===== src/hw/rtl/sms_pkg.sv =====
// sms_pkg: shared widths, codes, command/status types and the coil phase table
// for the stepper move sequencer; used by every module of the block
`default_nettype none

package sms_pkg;

    // clock ticks per second of the tick stream, also the divider dividend
    localparam int TICKS_PER_SECOND = 1000;

    // field widths
    localparam int OP_W    = 1;
    localparam int RATE_W  = 10;
    localparam int POS_W   = 32;
    localparam int COIL_W  = 4;
    localparam int STATE_W = 2;
    localparam int BRAKE_W = 8;
    localparam int PHASE_W = 4;
    localparam int REST_W  = 3;

    // stream word layout, padded to whole bytes
    localparam int IN_FIELDS_W  = RATE_W + POS_W;
    localparam int IN_TDATA_W   = ((IN_FIELDS_W + 7) / 8) * 8;
    localparam int OUT_FIELDS_W = COIL_W + STATE_W + POS_W;
    localparam int OUT_TDATA_W  = ((OUT_FIELDS_W + 7) / 8) * 8;
    localparam int OUT_PAD_W    = OUT_TDATA_W - OUT_FIELDS_W;

    // configuration port
    localparam int CFG_IDX_W  = 1;
    localparam int CFG_DATA_W = 8;
    localparam logic [CFG_IDX_W-1:0] CFG_HALF_STEP  = 1'd0;
    localparam logic [CFG_IDX_W-1:0] CFG_BRAKE_HOLD = 1'd1;
    localparam logic [BRAKE_W-1:0]   BRAKE_RESET    = 8'd10;

    // item kinds
    localparam logic [OP_W-1:0] OP_TICK = 1'b0;
    localparam logic [OP_W-1:0] OP_MOVE = 1'b1;

    // run state codes seen on the result stream
    localparam logic [STATE_W-1:0] RUN_IDLE  = 2'd0;
    localparam logic [STATE_W-1:0] RUN_RUN   = 2'd1;
    localparam logic [STATE_W-1:0] RUN_BRAKE = 2'd2;

    // phase index that drives all coils off
    localparam logic [PHASE_W-1:0] PHASE_OFF = 4'd8;

    // controller to datapath commands
    typedef struct packed {
        logic load_in;
        logic div_start;
        logic commit;
    } t_sms_cmd;

    // datapath to controller status
    typedef struct packed {
        logic move_ok;
        logic div_done;
    } t_sms_stat;

    // coil pattern per phase index, bit0 A1, bit1 B1, bit2 A2, bit3 B2
    function automatic logic [COIL_W-1:0] coil_of(input logic [PHASE_W-1:0] idx);
        logic [COIL_W-1:0] pat;
        case (idx)
            4'd0: pat = 4'd9;
            4'd1: pat = 4'd1;
            4'd2: pat = 4'd3;
            4'd3: pat = 4'd2;
            4'd4: pat = 4'd6;
            4'd5: pat = 4'd4;
            4'd6: pat = 4'd12;
            4'd7: pat = 4'd8;
            default: pat = 4'd0;
        endcase
        return pat;
    endfunction

endpackage

`default_nettype wire


===== src/hw/rtl/sms_div.sv =====
// sms_div: restoring divider, TICKS_PER_SECOND over the step rate, one
// quotient bit per cycle; depends on sms_pkg
`default_nettype none

module sms_div (
    input  wire                         i_clk,
    input  wire                         i_rst_n,
    input  wire                         i_start,
    input  wire [sms_pkg::RATE_W-1:0]   i_divisor,
    output logic                        o_done,
    output logic [sms_pkg::RATE_W-1:0]  o_quotient
);
    import sms_pkg::*;

    localparam int CNT_W = $clog2(RATE_W);

    logic [RATE_W-1:0] r_rem, n_rem;
    logic [RATE_W-1:0] r_quo, n_quo;
    logic [CNT_W-1:0]  r_cnt, n_cnt;
    logic              r_busy, n_busy;
    logic              r_done, n_done;
    logic [RATE_W:0]   trial;
    logic [RATE_W:0]   diff;

    // one restoring step: shift in the next dividend bit, try subtract
    always_comb begin
        trial  = {r_rem, r_quo[RATE_W-1]};
        diff   = trial - {1'b0, i_divisor};
        n_rem  = r_rem;
        n_quo  = r_quo;
        n_cnt  = r_cnt;
        n_busy = r_busy;
        n_done = 1'b0;
        if (i_start) begin
            n_rem  = '0;
            n_quo  = RATE_W'(TICKS_PER_SECOND);
            n_cnt  = '0;
            n_busy = 1'b1;
        end else if (r_busy) begin
            if (trial >= {1'b0, i_divisor}) begin
                n_rem = diff[RATE_W-1:0];
                n_quo = {r_quo[RATE_W-2:0], 1'b1};
            end else begin
                n_rem = trial[RATE_W-1:0];
                n_quo = {r_quo[RATE_W-2:0], 1'b0};
            end
            n_cnt = r_cnt + 1'b1;
            if (r_cnt == CNT_W'(RATE_W - 1)) begin
                n_busy = 1'b0;
                n_done = 1'b1;
            end
        end
    end

    // control state
    always_ff @(posedge i_clk) begin
        if (!i_rst_n) begin
            r_busy <= 1'b0;
            r_done <= 1'b0;
            r_cnt  <= '0;
        end else begin
            r_busy <= n_busy;
            r_done <= n_done;
            r_cnt  <= n_cnt;
        end
    end

    // partial remainder and quotient
    always_ff @(posedge i_clk) begin
        r_rem <= n_rem;
        r_quo <= n_quo;
    end

    assign o_done     = r_done;
    assign o_quotient = r_quo;

endmodule

`default_nettype wire


===== src/hw/rtl/sms_dp.sv =====
// sms_dp: sequencer datapath: input latch, config registers, motion state,
// phase stepping and position count; depends on sms_pkg and sms_div
`default_nettype none

module sms_dp (
    input  wire                           i_clk,
    input  wire                           i_rst_n,
    input  sms_pkg::t_sms_cmd             i_cmd,
    output sms_pkg::t_sms_stat            o_stat,
    input  wire                           i_cfg_valid,
    input  wire [sms_pkg::CFG_IDX_W-1:0]  i_cfg_index,
    input  wire [sms_pkg::CFG_DATA_W-1:0] i_cfg_data,
    input  wire [sms_pkg::OP_W-1:0]       i_op,
    input  wire [sms_pkg::RATE_W-1:0]     i_rate,
    input  wire [sms_pkg::POS_W-1:0]      i_target,
    output logic [sms_pkg::COIL_W-1:0]    o_coil,
    output logic [sms_pkg::STATE_W-1:0]   o_run_state,
    output logic [sms_pkg::POS_W-1:0]     o_position,
    output logic                          o_rejected
);
    import sms_pkg::*;

    typedef enum logic [2:0] {
        MODE_IDLE  = 3'b001,
        MODE_RUN   = 3'b010,
        MODE_BRAKE = 3'b100
    } t_mode;

    // latched item
    logic [OP_W-1:0]   r_op;
    logic [RATE_W-1:0] r_rate;
    logic [POS_W-1:0]  r_target;

    // configuration
    logic              r_half_cfg;
    logic [BRAKE_W-1:0] r_brake_cfg;

    // motion state
    t_mode              r_mode, n_mode;
    logic               r_dir_ccw, n_dir_ccw;
    logic               r_step_half, n_step_half;
    logic [RATE_W-1:0]  r_period_reload, n_period_reload;
    logic [RATE_W-1:0]  r_period_count, n_period_count;
    logic [PHASE_W-1:0] r_phase_now, n_phase_now;
    logic [REST_W-1:0]  r_rest_phase, n_rest_phase;
    logic [BRAKE_W-1:0] r_brake_count, n_brake_count;
    logic [POS_W-1:0]   r_position, n_position;
    logic [POS_W-1:0]   r_goal, n_goal;
    logic [COIL_W-1:0]  r_coil, n_coil;
    logic               r_rejected, n_rejected;

    // helpers
    logic               div_done;
    logic [RATE_W-1:0]  quotient;
    logic               move_ok;
    logic [REST_W-1:0]  delta;
    logic [REST_W-1:0]  stepped_phase;
    logic               step_now;
    logic               counts;
    logic [POS_W-1:0]   pos_step;
    logic [POS_W-1:0]   pos_tick;
    logic [RATE_W-1:0]  pc_dec;
    logic [BRAKE_W-1:0] bc_dec;

    sms_div u_div (
        .i_clk      (i_clk),
        .i_rst_n    (i_rst_n),
        .i_start    (i_cmd.div_start),
        .i_divisor  (r_rate),
        .o_done     (div_done),
        .o_quotient (quotient)
    );

    assign move_ok = (r_op == OP_MOVE) && (r_rate != '0)
                     && (r_rate <= RATE_W'(TICKS_PER_SECOND));
    assign o_stat.move_ok  = move_ok;
    assign o_stat.div_done = div_done;

    // tick helpers: next phase, step counting and counters
    always_comb begin
        delta         = r_step_half ? REST_W'(1) : REST_W'(2);
        stepped_phase = r_dir_ccw ? (r_phase_now[REST_W-1:0] - delta)
                                  : (r_phase_now[REST_W-1:0] + delta);
        step_now      = (r_period_count == r_period_reload);
        counts        = r_step_half ? !stepped_phase[0] : 1'b1;
        pos_step      = r_dir_ccw ? (r_position - 1'b1) : (r_position + 1'b1);
        pos_tick      = (step_now && counts) ? pos_step : r_position;
        pc_dec        = r_period_count - 1'b1;
        bc_dec        = (r_brake_count != '0) ? (r_brake_count - 1'b1) : r_brake_count;
    end

    // state update on commit
    always_comb begin
        n_mode          = r_mode;
        n_dir_ccw       = r_dir_ccw;
        n_step_half     = r_step_half;
        n_period_reload = r_period_reload;
        n_period_count  = r_period_count;
        n_phase_now     = r_phase_now;
        n_rest_phase    = r_rest_phase;
        n_brake_count   = r_brake_count;
        n_position      = r_position;
        n_goal          = r_goal;
        n_coil          = r_coil;
        n_rejected      = r_rejected;
        if (i_cmd.commit) begin
            n_rejected = 1'b0;
            case (r_op)
                OP_TICK: begin
                    case (r_mode)
                        MODE_RUN: begin
                            if (step_now) begin
                                n_phase_now = {1'b0, stepped_phase};
                                n_coil      = coil_of({1'b0, stepped_phase});
                            end
                            n_position     = pos_tick;
                            n_period_count = (pc_dec == '0) ? r_period_reload : pc_dec;
                            if (r_goal == pos_tick) begin
                                n_mode = MODE_BRAKE;
                            end
                        end
                        MODE_BRAKE: begin
                            n_brake_count = bc_dec;
                            if (bc_dec == '0) begin
                                n_rest_phase = r_phase_now[REST_W-1:0];
                                n_phase_now  = PHASE_OFF;
                                n_coil       = coil_of(PHASE_OFF);
                                n_mode       = MODE_IDLE;
                            end
                        end
                        default: begin
                        end
                    endcase
                end
                OP_MOVE: begin
                    if (move_ok) begin
                        n_period_reload = quotient;
                        n_period_count  = quotient;
                        n_dir_ccw       = ($signed(r_target) < $signed(r_position));
                        n_goal          = r_target;
                        n_step_half     = r_half_cfg;
                        n_phase_now     = {1'b0, r_rest_phase};
                        n_brake_count   = r_brake_cfg;
                        n_mode          = (r_target == r_position) ? MODE_BRAKE : MODE_RUN;
                    end else begin
                        n_rejected = 1'b1;
                    end
                end
                default: begin
                end
            endcase
        end
    end

    // item latch
    always_ff @(posedge i_clk) begin
        if (i_cmd.load_in) begin
            r_op     <= i_op;
            r_rate   <= i_rate;
            r_target <= i_target;
        end
    end

    // configuration registers
    always_ff @(posedge i_clk) begin
        if (!i_rst_n) begin
            r_half_cfg  <= 1'b0;
            r_brake_cfg <= BRAKE_RESET;
        end else if (i_cfg_valid) begin
            case (i_cfg_index)
                CFG_HALF_STEP:  r_half_cfg  <= i_cfg_data[0];
                CFG_BRAKE_HOLD: r_brake_cfg <= i_cfg_data[BRAKE_W-1:0];
                default: begin
                end
            endcase
        end
    end

    // motion state registers
    always_ff @(posedge i_clk) begin
        if (!i_rst_n) begin
            r_mode          <= MODE_IDLE;
            r_dir_ccw       <= 1'b0;
            r_step_half     <= 1'b0;
            r_period_reload <= RATE_W'(1);
            r_period_count  <= RATE_W'(1);
            r_phase_now     <= PHASE_OFF;
            r_rest_phase    <= '0;
            r_brake_count   <= '0;
            r_position      <= '0;
            r_goal          <= '0;
            r_coil          <= '0;
            r_rejected      <= 1'b0;
        end else begin
            r_mode          <= n_mode;
            r_dir_ccw       <= n_dir_ccw;
            r_step_half     <= n_step_half;
            r_period_reload <= n_period_reload;
            r_period_count  <= n_period_count;
            r_phase_now     <= n_phase_now;
            r_rest_phase    <= n_rest_phase;
            r_brake_count   <= n_brake_count;
            r_position      <= n_position;
            r_goal          <= n_goal;
            r_coil          <= n_coil;
            r_rejected      <= n_rejected;
        end
    end

    // result word comes straight from the state, which holds until the next commit
    always_comb begin
        case (r_mode)
            MODE_RUN:   o_run_state = RUN_RUN;
            MODE_BRAKE: o_run_state = RUN_BRAKE;
            default:    o_run_state = RUN_IDLE;
        endcase
    end

    assign o_coil     = r_coil;
    assign o_position = r_position;
    assign o_rejected = r_rejected;

endmodule

`default_nettype wire


===== src/hw/rtl/sms_ctrl.sv =====
// sms_ctrl: sequencer controller: input handshake, divider launch, commit
// and result valid; depends on sms_pkg
`default_nettype none

module sms_ctrl (
    input  wire                 i_clk,
    input  wire                 i_rst_n,
    input  wire                 i_in_valid,
    output logic                o_in_ready,
    output logic                o_out_valid,
    input  wire                 i_out_ready,
    output sms_pkg::t_sms_cmd   o_cmd,
    input  sms_pkg::t_sms_stat  i_stat
);
    import sms_pkg::*;

    typedef enum logic [3:0] {
        ST_IDLE     = 4'b0001,
        ST_DISPATCH = 4'b0010,
        ST_DIV      = 4'b0100,
        ST_WB       = 4'b1000
    } t_ctrl_state;

    t_ctrl_state r_state, n_state;
    logic        r_out_valid, n_out_valid;
    logic        out_free;

    assign out_free = !r_out_valid || i_out_ready;

    // next state and commands
    always_comb begin
        n_state         = r_state;
        o_cmd.load_in   = 1'b0;
        o_cmd.div_start = 1'b0;
        o_cmd.commit    = 1'b0;
        case (r_state)
            ST_IDLE: begin
                if (i_in_valid) begin
                    o_cmd.load_in = 1'b1;
                    n_state       = ST_DISPATCH;
                end
            end
            ST_DISPATCH: begin
                if (i_stat.move_ok) begin
                    o_cmd.div_start = 1'b1;
                    n_state         = ST_DIV;
                end else begin
                    n_state = ST_WB;
                end
            end
            ST_DIV: begin
                if (i_stat.div_done) begin
                    n_state = ST_WB;
                end
            end
            ST_WB: begin
                if (out_free) begin
                    o_cmd.commit = 1'b1;
                    n_state      = ST_IDLE;
                end
            end
            default: n_state = ST_IDLE;
        endcase
    end

    // result word valid: set by commit, cleared when taken
    always_comb begin
        n_out_valid = r_out_valid;
        if (r_out_valid && i_out_ready) begin
            n_out_valid = 1'b0;
        end
        if (o_cmd.commit) begin
            n_out_valid = 1'b1;
        end
    end

    always_ff @(posedge i_clk) begin
        if (!i_rst_n) begin
            r_state     <= ST_IDLE;
            r_out_valid <= 1'b0;
        end else begin
            r_state     <= n_state;
            r_out_valid <= n_out_valid;
        end
    end

    assign o_in_ready  = (r_state == ST_IDLE);
    assign o_out_valid = r_out_valid;

endmodule

`default_nettype wire


===== src/hw/rtl/stepper_move_sequencer.sv =====
// Four-coil stepper move sequencer.
// Input stream: one word per item, tuser is the kind (0 tick, 1 move);
// tdata carries the step rate and the signed target position.
// Output stream: one word per input word with coil pattern, run state,
// position count, and tuser flagging a rejected move.
// Config channel: index 0 selects half-step drive, index 1 the brake hold
// time in ticks; always ready, sampled when a move is committed.
// Sequencing: a tick or rejected move passes from the input latch through a
// dispatch state to the write-back state, where its result is committed; a
// valid move also waits in a divide state for the restoring divider that
// turns the rate into a step period. The next word is taken from the cycle
// after the previous result is committed, so one item is handled at a time.
// The input is taken while an earlier result still waits; the new result
// is committed only once the old one has been taken, so a stalled output
// holds its word and the block waits.
// Reset (synchronous, active low) leaves the motor idle, coils off,
// position 0, full-step drive and a brake hold of 10 ticks.
`default_nettype none

module stepper_move_sequencer (
    input  wire                             i_clk,
    input  wire                             i_rst_n,
    // input stream
    input  wire                             i_s_axis_tvalid,
    output logic                            o_s_axis_tready,
    // [9:0] step_rate, [41:10] target, [47:42] zero
    input  wire [sms_pkg::IN_TDATA_W-1:0]   i_s_axis_tdata,
    // [0] op
    input  wire [sms_pkg::OP_W-1:0]         i_s_axis_tuser,
    // result stream
    output logic                            o_m_axis_tvalid,
    input  wire                             i_m_axis_tready,
    // [3:0] coil_pattern, [5:4] run_state, [37:6] current_position, [39:38] zero
    output logic [sms_pkg::OUT_TDATA_W-1:0] o_m_axis_tdata,
    // [0] move_rejected
    output logic                            o_m_axis_tuser,
    // configuration write channel
    input  wire                             i_cfg_valid,
    output logic                            o_cfg_ready,
    input  wire [sms_pkg::CFG_IDX_W-1:0]    i_cfg_index,
    input  wire [sms_pkg::CFG_DATA_W-1:0]   i_cfg_data
);
    import sms_pkg::*;

    t_sms_cmd           cmd;
    t_sms_stat          stat;
    logic [COIL_W-1:0]  coil;
    logic [STATE_W-1:0] run_state;
    logic [POS_W-1:0]   position;
    logic               rejected;

    sms_ctrl u_ctrl (
        .i_clk       (i_clk),
        .i_rst_n     (i_rst_n),
        .i_in_valid  (i_s_axis_tvalid),
        .o_in_ready  (o_s_axis_tready),
        .o_out_valid (o_m_axis_tvalid),
        .i_out_ready (i_m_axis_tready),
        .o_cmd       (cmd),
        .i_stat      (stat)
    );

    sms_dp u_dp (
        .i_clk       (i_clk),
        .i_rst_n     (i_rst_n),
        .i_cmd       (cmd),
        .o_stat      (stat),
        .i_cfg_valid (i_cfg_valid),
        .i_cfg_index (i_cfg_index),
        .i_cfg_data  (i_cfg_data),
        .i_op        (i_s_axis_tuser),
        .i_rate      (i_s_axis_tdata[RATE_W-1:0]),
        .i_target    (i_s_axis_tdata[RATE_W +: POS_W]),
        .o_coil      (coil),
        .o_run_state (run_state),
        .o_position  (position),
        .o_rejected  (rejected)
    );

    // pack the result word
    assign o_m_axis_tdata = {{OUT_PAD_W{1'b0}}, position, run_state, coil};
    assign o_m_axis_tuser = rejected;
    assign o_cfg_ready    = 1'b1;

endmodule

`default_nettype wire

===== config.mk =====
export PLATFORM = sky130hd
export DESIGN_NAME = stepper_move_sequencer
export DESIGN_NICKNAME = d
export VERILOG_FILES = /design/src/hw/rtl/sms_pkg.sv /design/src/hw/rtl/sms_div.sv /design/src/hw/rtl/sms_dp.sv /design/src/hw/rtl/sms_ctrl.sv /design/src/hw/rtl/stepper_move_sequencer.sv
export SDC_FILE = /design/constraint.sdc
export NUM_CORES = 1
export LEC_CHECK = 0
export ABC_AREA = 1
export BUFFER_PORTS_ARGS = -buffer_cell sky130_fd_sc_hd__buf_2
export CORE_ASPECT_RATIO = 0.8
export CORE_UTILIZATION = 55
export DETAILED_ROUTE_END_ITERATION = 6
export PLACE_DENSITY = 0.74
export SLEW_MARGIN = 0
export SYNTH_ARGS = -nofsm -noshare
export SYNTH_HDL_FRONTEND = slang
export SYNTH_SLANG_ARGS = --single-unit
export TNS_END_PERCENT = 20

===== constraint.sdc =====
create_clock -name i_clk -period 4.1 [get_ports i_clk]
set_clock_uncertainty 0.05 [all_clocks]
set_input_delay 0.41 -clock i_clk [delete_from_list [all_inputs] [get_ports i_clk]]
set_output_delay 0.41 -clock i_clk [all_outputs]
set_load 0.005 [all_outputs]

==> metrics.md <==
| Metric | Value |
|---|---|
| Skew-Pair Late Insertion Delay | `0.44 ns` |
| Fin worst setup slack | `0.6961 ns` |
| Post-CTS Setup Bufs | `0` |
| FF-to-FF End | `u_dp.r_mode[1]` |
| Met2 Usage GRT | `46.02%` |
| # rows | `48` |
| Placed cell areas | `13,120 um^2` |
| Critical path class | `flop to flop` |
| Final Non-Filler Cells | `2,249` |
| Met3 usage | `5.007%` |
| Layout net count | `2,080` |
| Final setup viols | `0` |
| Fin. Hold Viols | `0` |
| Most used cell, CP | `nand2_1` |
| Drt initial violations | `980` |
| CTS Hold Bufs | `0` |
| Critical Path End Type | `flop` |
| Max Buffers Root-to-Sink | `2` |
| HP Start | `i_s_axis_tdata[3]` |
| CP Data Required Time | `4.43 ns` |
| Hold EP | `u_dp.r_rate[3]` |
| Critical Path Stages | `24` |
| Synth Warn # | `0` |
| Worst setup SP type | `flop` |
| IO Port Bufs | `97` |
| First-pass GRT wire length | `52,040 um` |
| DRC | `0` |
| Layout overhead on the synthesized area | `10.92%` |
| Critical Path AT | `3.73 ns` |
| Sum Neg Setup Slack | `0 ns` |
| CORE AREA | `21,800 um^2` |
| Pwr dens | `385.9 nW/um^2` |
| Sequential cell area | `4254 um^2` |
| Vias in the first global route | `10,610` |
| Least-Margin Pin Slew | `0.9397 ns` |
| Max Cap Viol | `0` |
| Max VDD drop | `416.2 uV` |
| Leakage | `0.006736 uW` |
| Reg2reg path depth | `24` |
| Hpwl dp | `24,300 um` |
| Boundary pin count | `107` |
| Slew margin rel. | `37.36%` |
| Tmin final | `3.404 ns` |
| M1 GR Usage | `39.14%` |
| Pin count of the biggest net entering global routing | `99` |
| DIE AREA | `23,030 um^2` |
| Synth unique cells | `44` |
| Vias per cell | `5.345` |
| Place WS | `0.7919 ns` |
| Flop2flop setup slack | `0.70 ns` |
| Cells on Worst Hold Path | `1` |
| Number of fill cells | `2,060` |
| Crit-path leading delay family | `simple AND/OR/NAND/NOR gates` |
| Final ANT Viol Nets | `0` |
| CTS Sinks | `191` |
| Initial cell density of the core | `56.57%` |
| Cell Area, Synth | `12,330 um^2` |
| Post-Syn Instances | `1,852` |
| Global route overflow | `0` |
| CTS Root Cell | `clkbuf_16` |
| Layout cells sized above 1 | `8.368%` |
| Die H | `135.9 um` |
| Final Cell Area | `13,680 um^2` |
| Worst path slowest cell | `buf_4` |
| Async set or reset register ratio after synthesis | `0%` |
| Peak Freq | `293.8 MHz` |
| Clock transition at path regs | `0.07 ns` |
| CP Buf/Inv Count | `2` |
| Yosys reg bits | `191` |
| CTS resizes | `0` |
| Antenna violations before repair | `1` |
| Top_reg_cell synth | `dfxtp_1` |
| Worst r2r src | `u_dp.r_dir_ccw` |
| Worst-path fanout max | `28` |
| Placed Cells | `2,216` |
| EDFF count, synth | `43` |
| Routed len/inst | `14.34 um` |
| Via Count | `12,020` |
| Hold WC Path Type | `input pin to flop` |
| Pins Over Slew Limit | `0` |
| Total wire length | `32,240 um` |
| H-tree levels | `4` |
| Grt peak-use layer | `met2` |
| RSZ-0062 raised after global routing | `false` |
| Seq/Total Area, Yosys | `34.50%` |
| Status | `finished, final reports clean` |
| GRT Total Usage | `28.47%` |
| Worst-path cell chain | `buf_4, buf_4, ha_1, a21oi_1, nor2_1, nor2_1, nand2_1, a21oi_1, nand2_1, nand2_1, nand2_1, nand2_1, nand2_1, nand2_1, nand2_1, nor2_1, nand2_1, nor2_1, nand3_1, nand2_1, nand2_2, nand2_1, nand2_1, nor2_1` |
| Routability congestion estimate | `0.9585` |
| Syn Area/Cell | `6.659 um^2` |
| Worst path max stage delay | `0.33 ns` |
| First drt pass iteration count | `5` |
| Area of the multi-input gates | `6703 um^2` |
| Fin crit share | `83.02%` |
| TritonCTS buffer count | `17` |
| CTS tree | `done` |
| Die Wd | `169.4 um` |
state kept, by name (all words and copies together) (netlist names), 8 cells and up:
signal                 flops
u_dp.u_div.o_quotient     10
u_dp.r_period_reload      10
u_dp.r_period_count       10
u_dp.r_goal               32
u_dp.r_brake_count         8
u_dp.o_position           32
u_dp.r_target             32
u_dp.r_rate               10
u_dp.r_brake_cfg           8
u_dp.u_div.r_rem          10
synth_stat cells (all sizes together), types with 3 or more instances:
cell | number | area [um^2]
a211oi | 9 | 67.56
a21oi | 147 | 739.5
a221oi | 6 | 52.55
a31oi | 6 | 37.54
buf | 10 | 62.56
clkbuf | 40 | 150.1
dfxtp | 148 | 2963
edfxtp | 43 | 1291
fa | 3 | 60.06
ha | 79 | 988.5
inv | 314 | 1179
nand2 | 516 | 1942
nand3 | 123 | 615.6
nand3b | 6 | 45.04
nand4 | 16 | 100.1
nor2 | 139 | 521.8
nor3 | 20 | 110.1
nor4 | 8 | 65.06
o211ai | 26 | 195.2
o21ai | 135 | 675.7
o21bai | 4 | 30.03
o22ai | 3 | 18.77
or2 | 3 | 18.77
xnor2 | 11 | 96.34
xor2 | 23 | 201.4
logic make-up after synthesis:
family                   Yosys count  synth area share [%]
AO/OA/AOI/OAI                    345                 15.37
adder cells (fa/ha/maj)           82                 8.502
XOR/XNOR                          34                 2.415
other                              2               0.06090
flip-flops                       191                 34.50
AND/OR/NAND/NOR                  833                 27.84
buffers and inverters            365                 11.31
cells in the final DEF, fill, tap and decap left out, drive strengths merged, types with 8 or more instances in the layout:
cell    instances
xnor2          11
xor2           23
inv           322
dfxtp         148
a211oi          9
nor2          139
nor4            8
ha             79
nor3           20
buf           113
nand3         123
nand2         516
edfxtp         43
clkbuf         18
a21oi         147
o211ai         26
o21ai         135
nand4          16
where the power goes:
group / leakage (uW) / internal, uW / total [uW] / switching (uW)
Combinational: 0.00485 / 512 / 1450 / 938
Clock: 0.000276 / 799 / 1580 / 779
Sequential: 0.00161 / 2110 / 2250 / 141
worst max-delay path by stage:
stage / start / endpoint
after floorplan: u_ctrl.r_state[2] / u_dp.r_op
after global placement: u_dp.r_dir_ccw / u_dp.r_mode[0]
after detailed placement: u_dp.r_dir_ccw / u_dp.r_mode[0]
after CTS: u_dp.r_dir_ccw / u_dp.r_mode[0]
after global routing: u_dp.r_dir_ccw / u_dp.r_mode[1]
final: u_dp.r_dir_ccw / u_dp.r_mode[1]
layout make-up:
class | instances | share of cell area (%)
Multi-Input combinational cell | 1297 | 49.00
Sequential cell | 191 | 31.10
Inverter | 315 | 8.644
Timing Repair Buffer | 113 | 4.427
Clock buffer | 18 | 3.138
Tap cell | 300 | 2.744
Clock inverter | 14 | 0.9239
Antenna cell | 1 | 0.01829
per-layer routing:
layer,vias to the layer above,wire (um)
li1,6162,-
met5,-,0
met1,5427,15100
met3,34,2289
met2,397,14400
met4,0,457
metrics by stage:
step	total power, uW	hold slack, ns	util, %
finish	5278	0.09216	62.74
global route	5600	0.07187	62.73
global placement	3670	0.3985	60.18
floorplan	3319	0.3797	-
detailed placement	3721	0.3998	60.18
CTS	5300	0.07627	62.73
No activity file was read; power rests on OpenSTA's default activity.
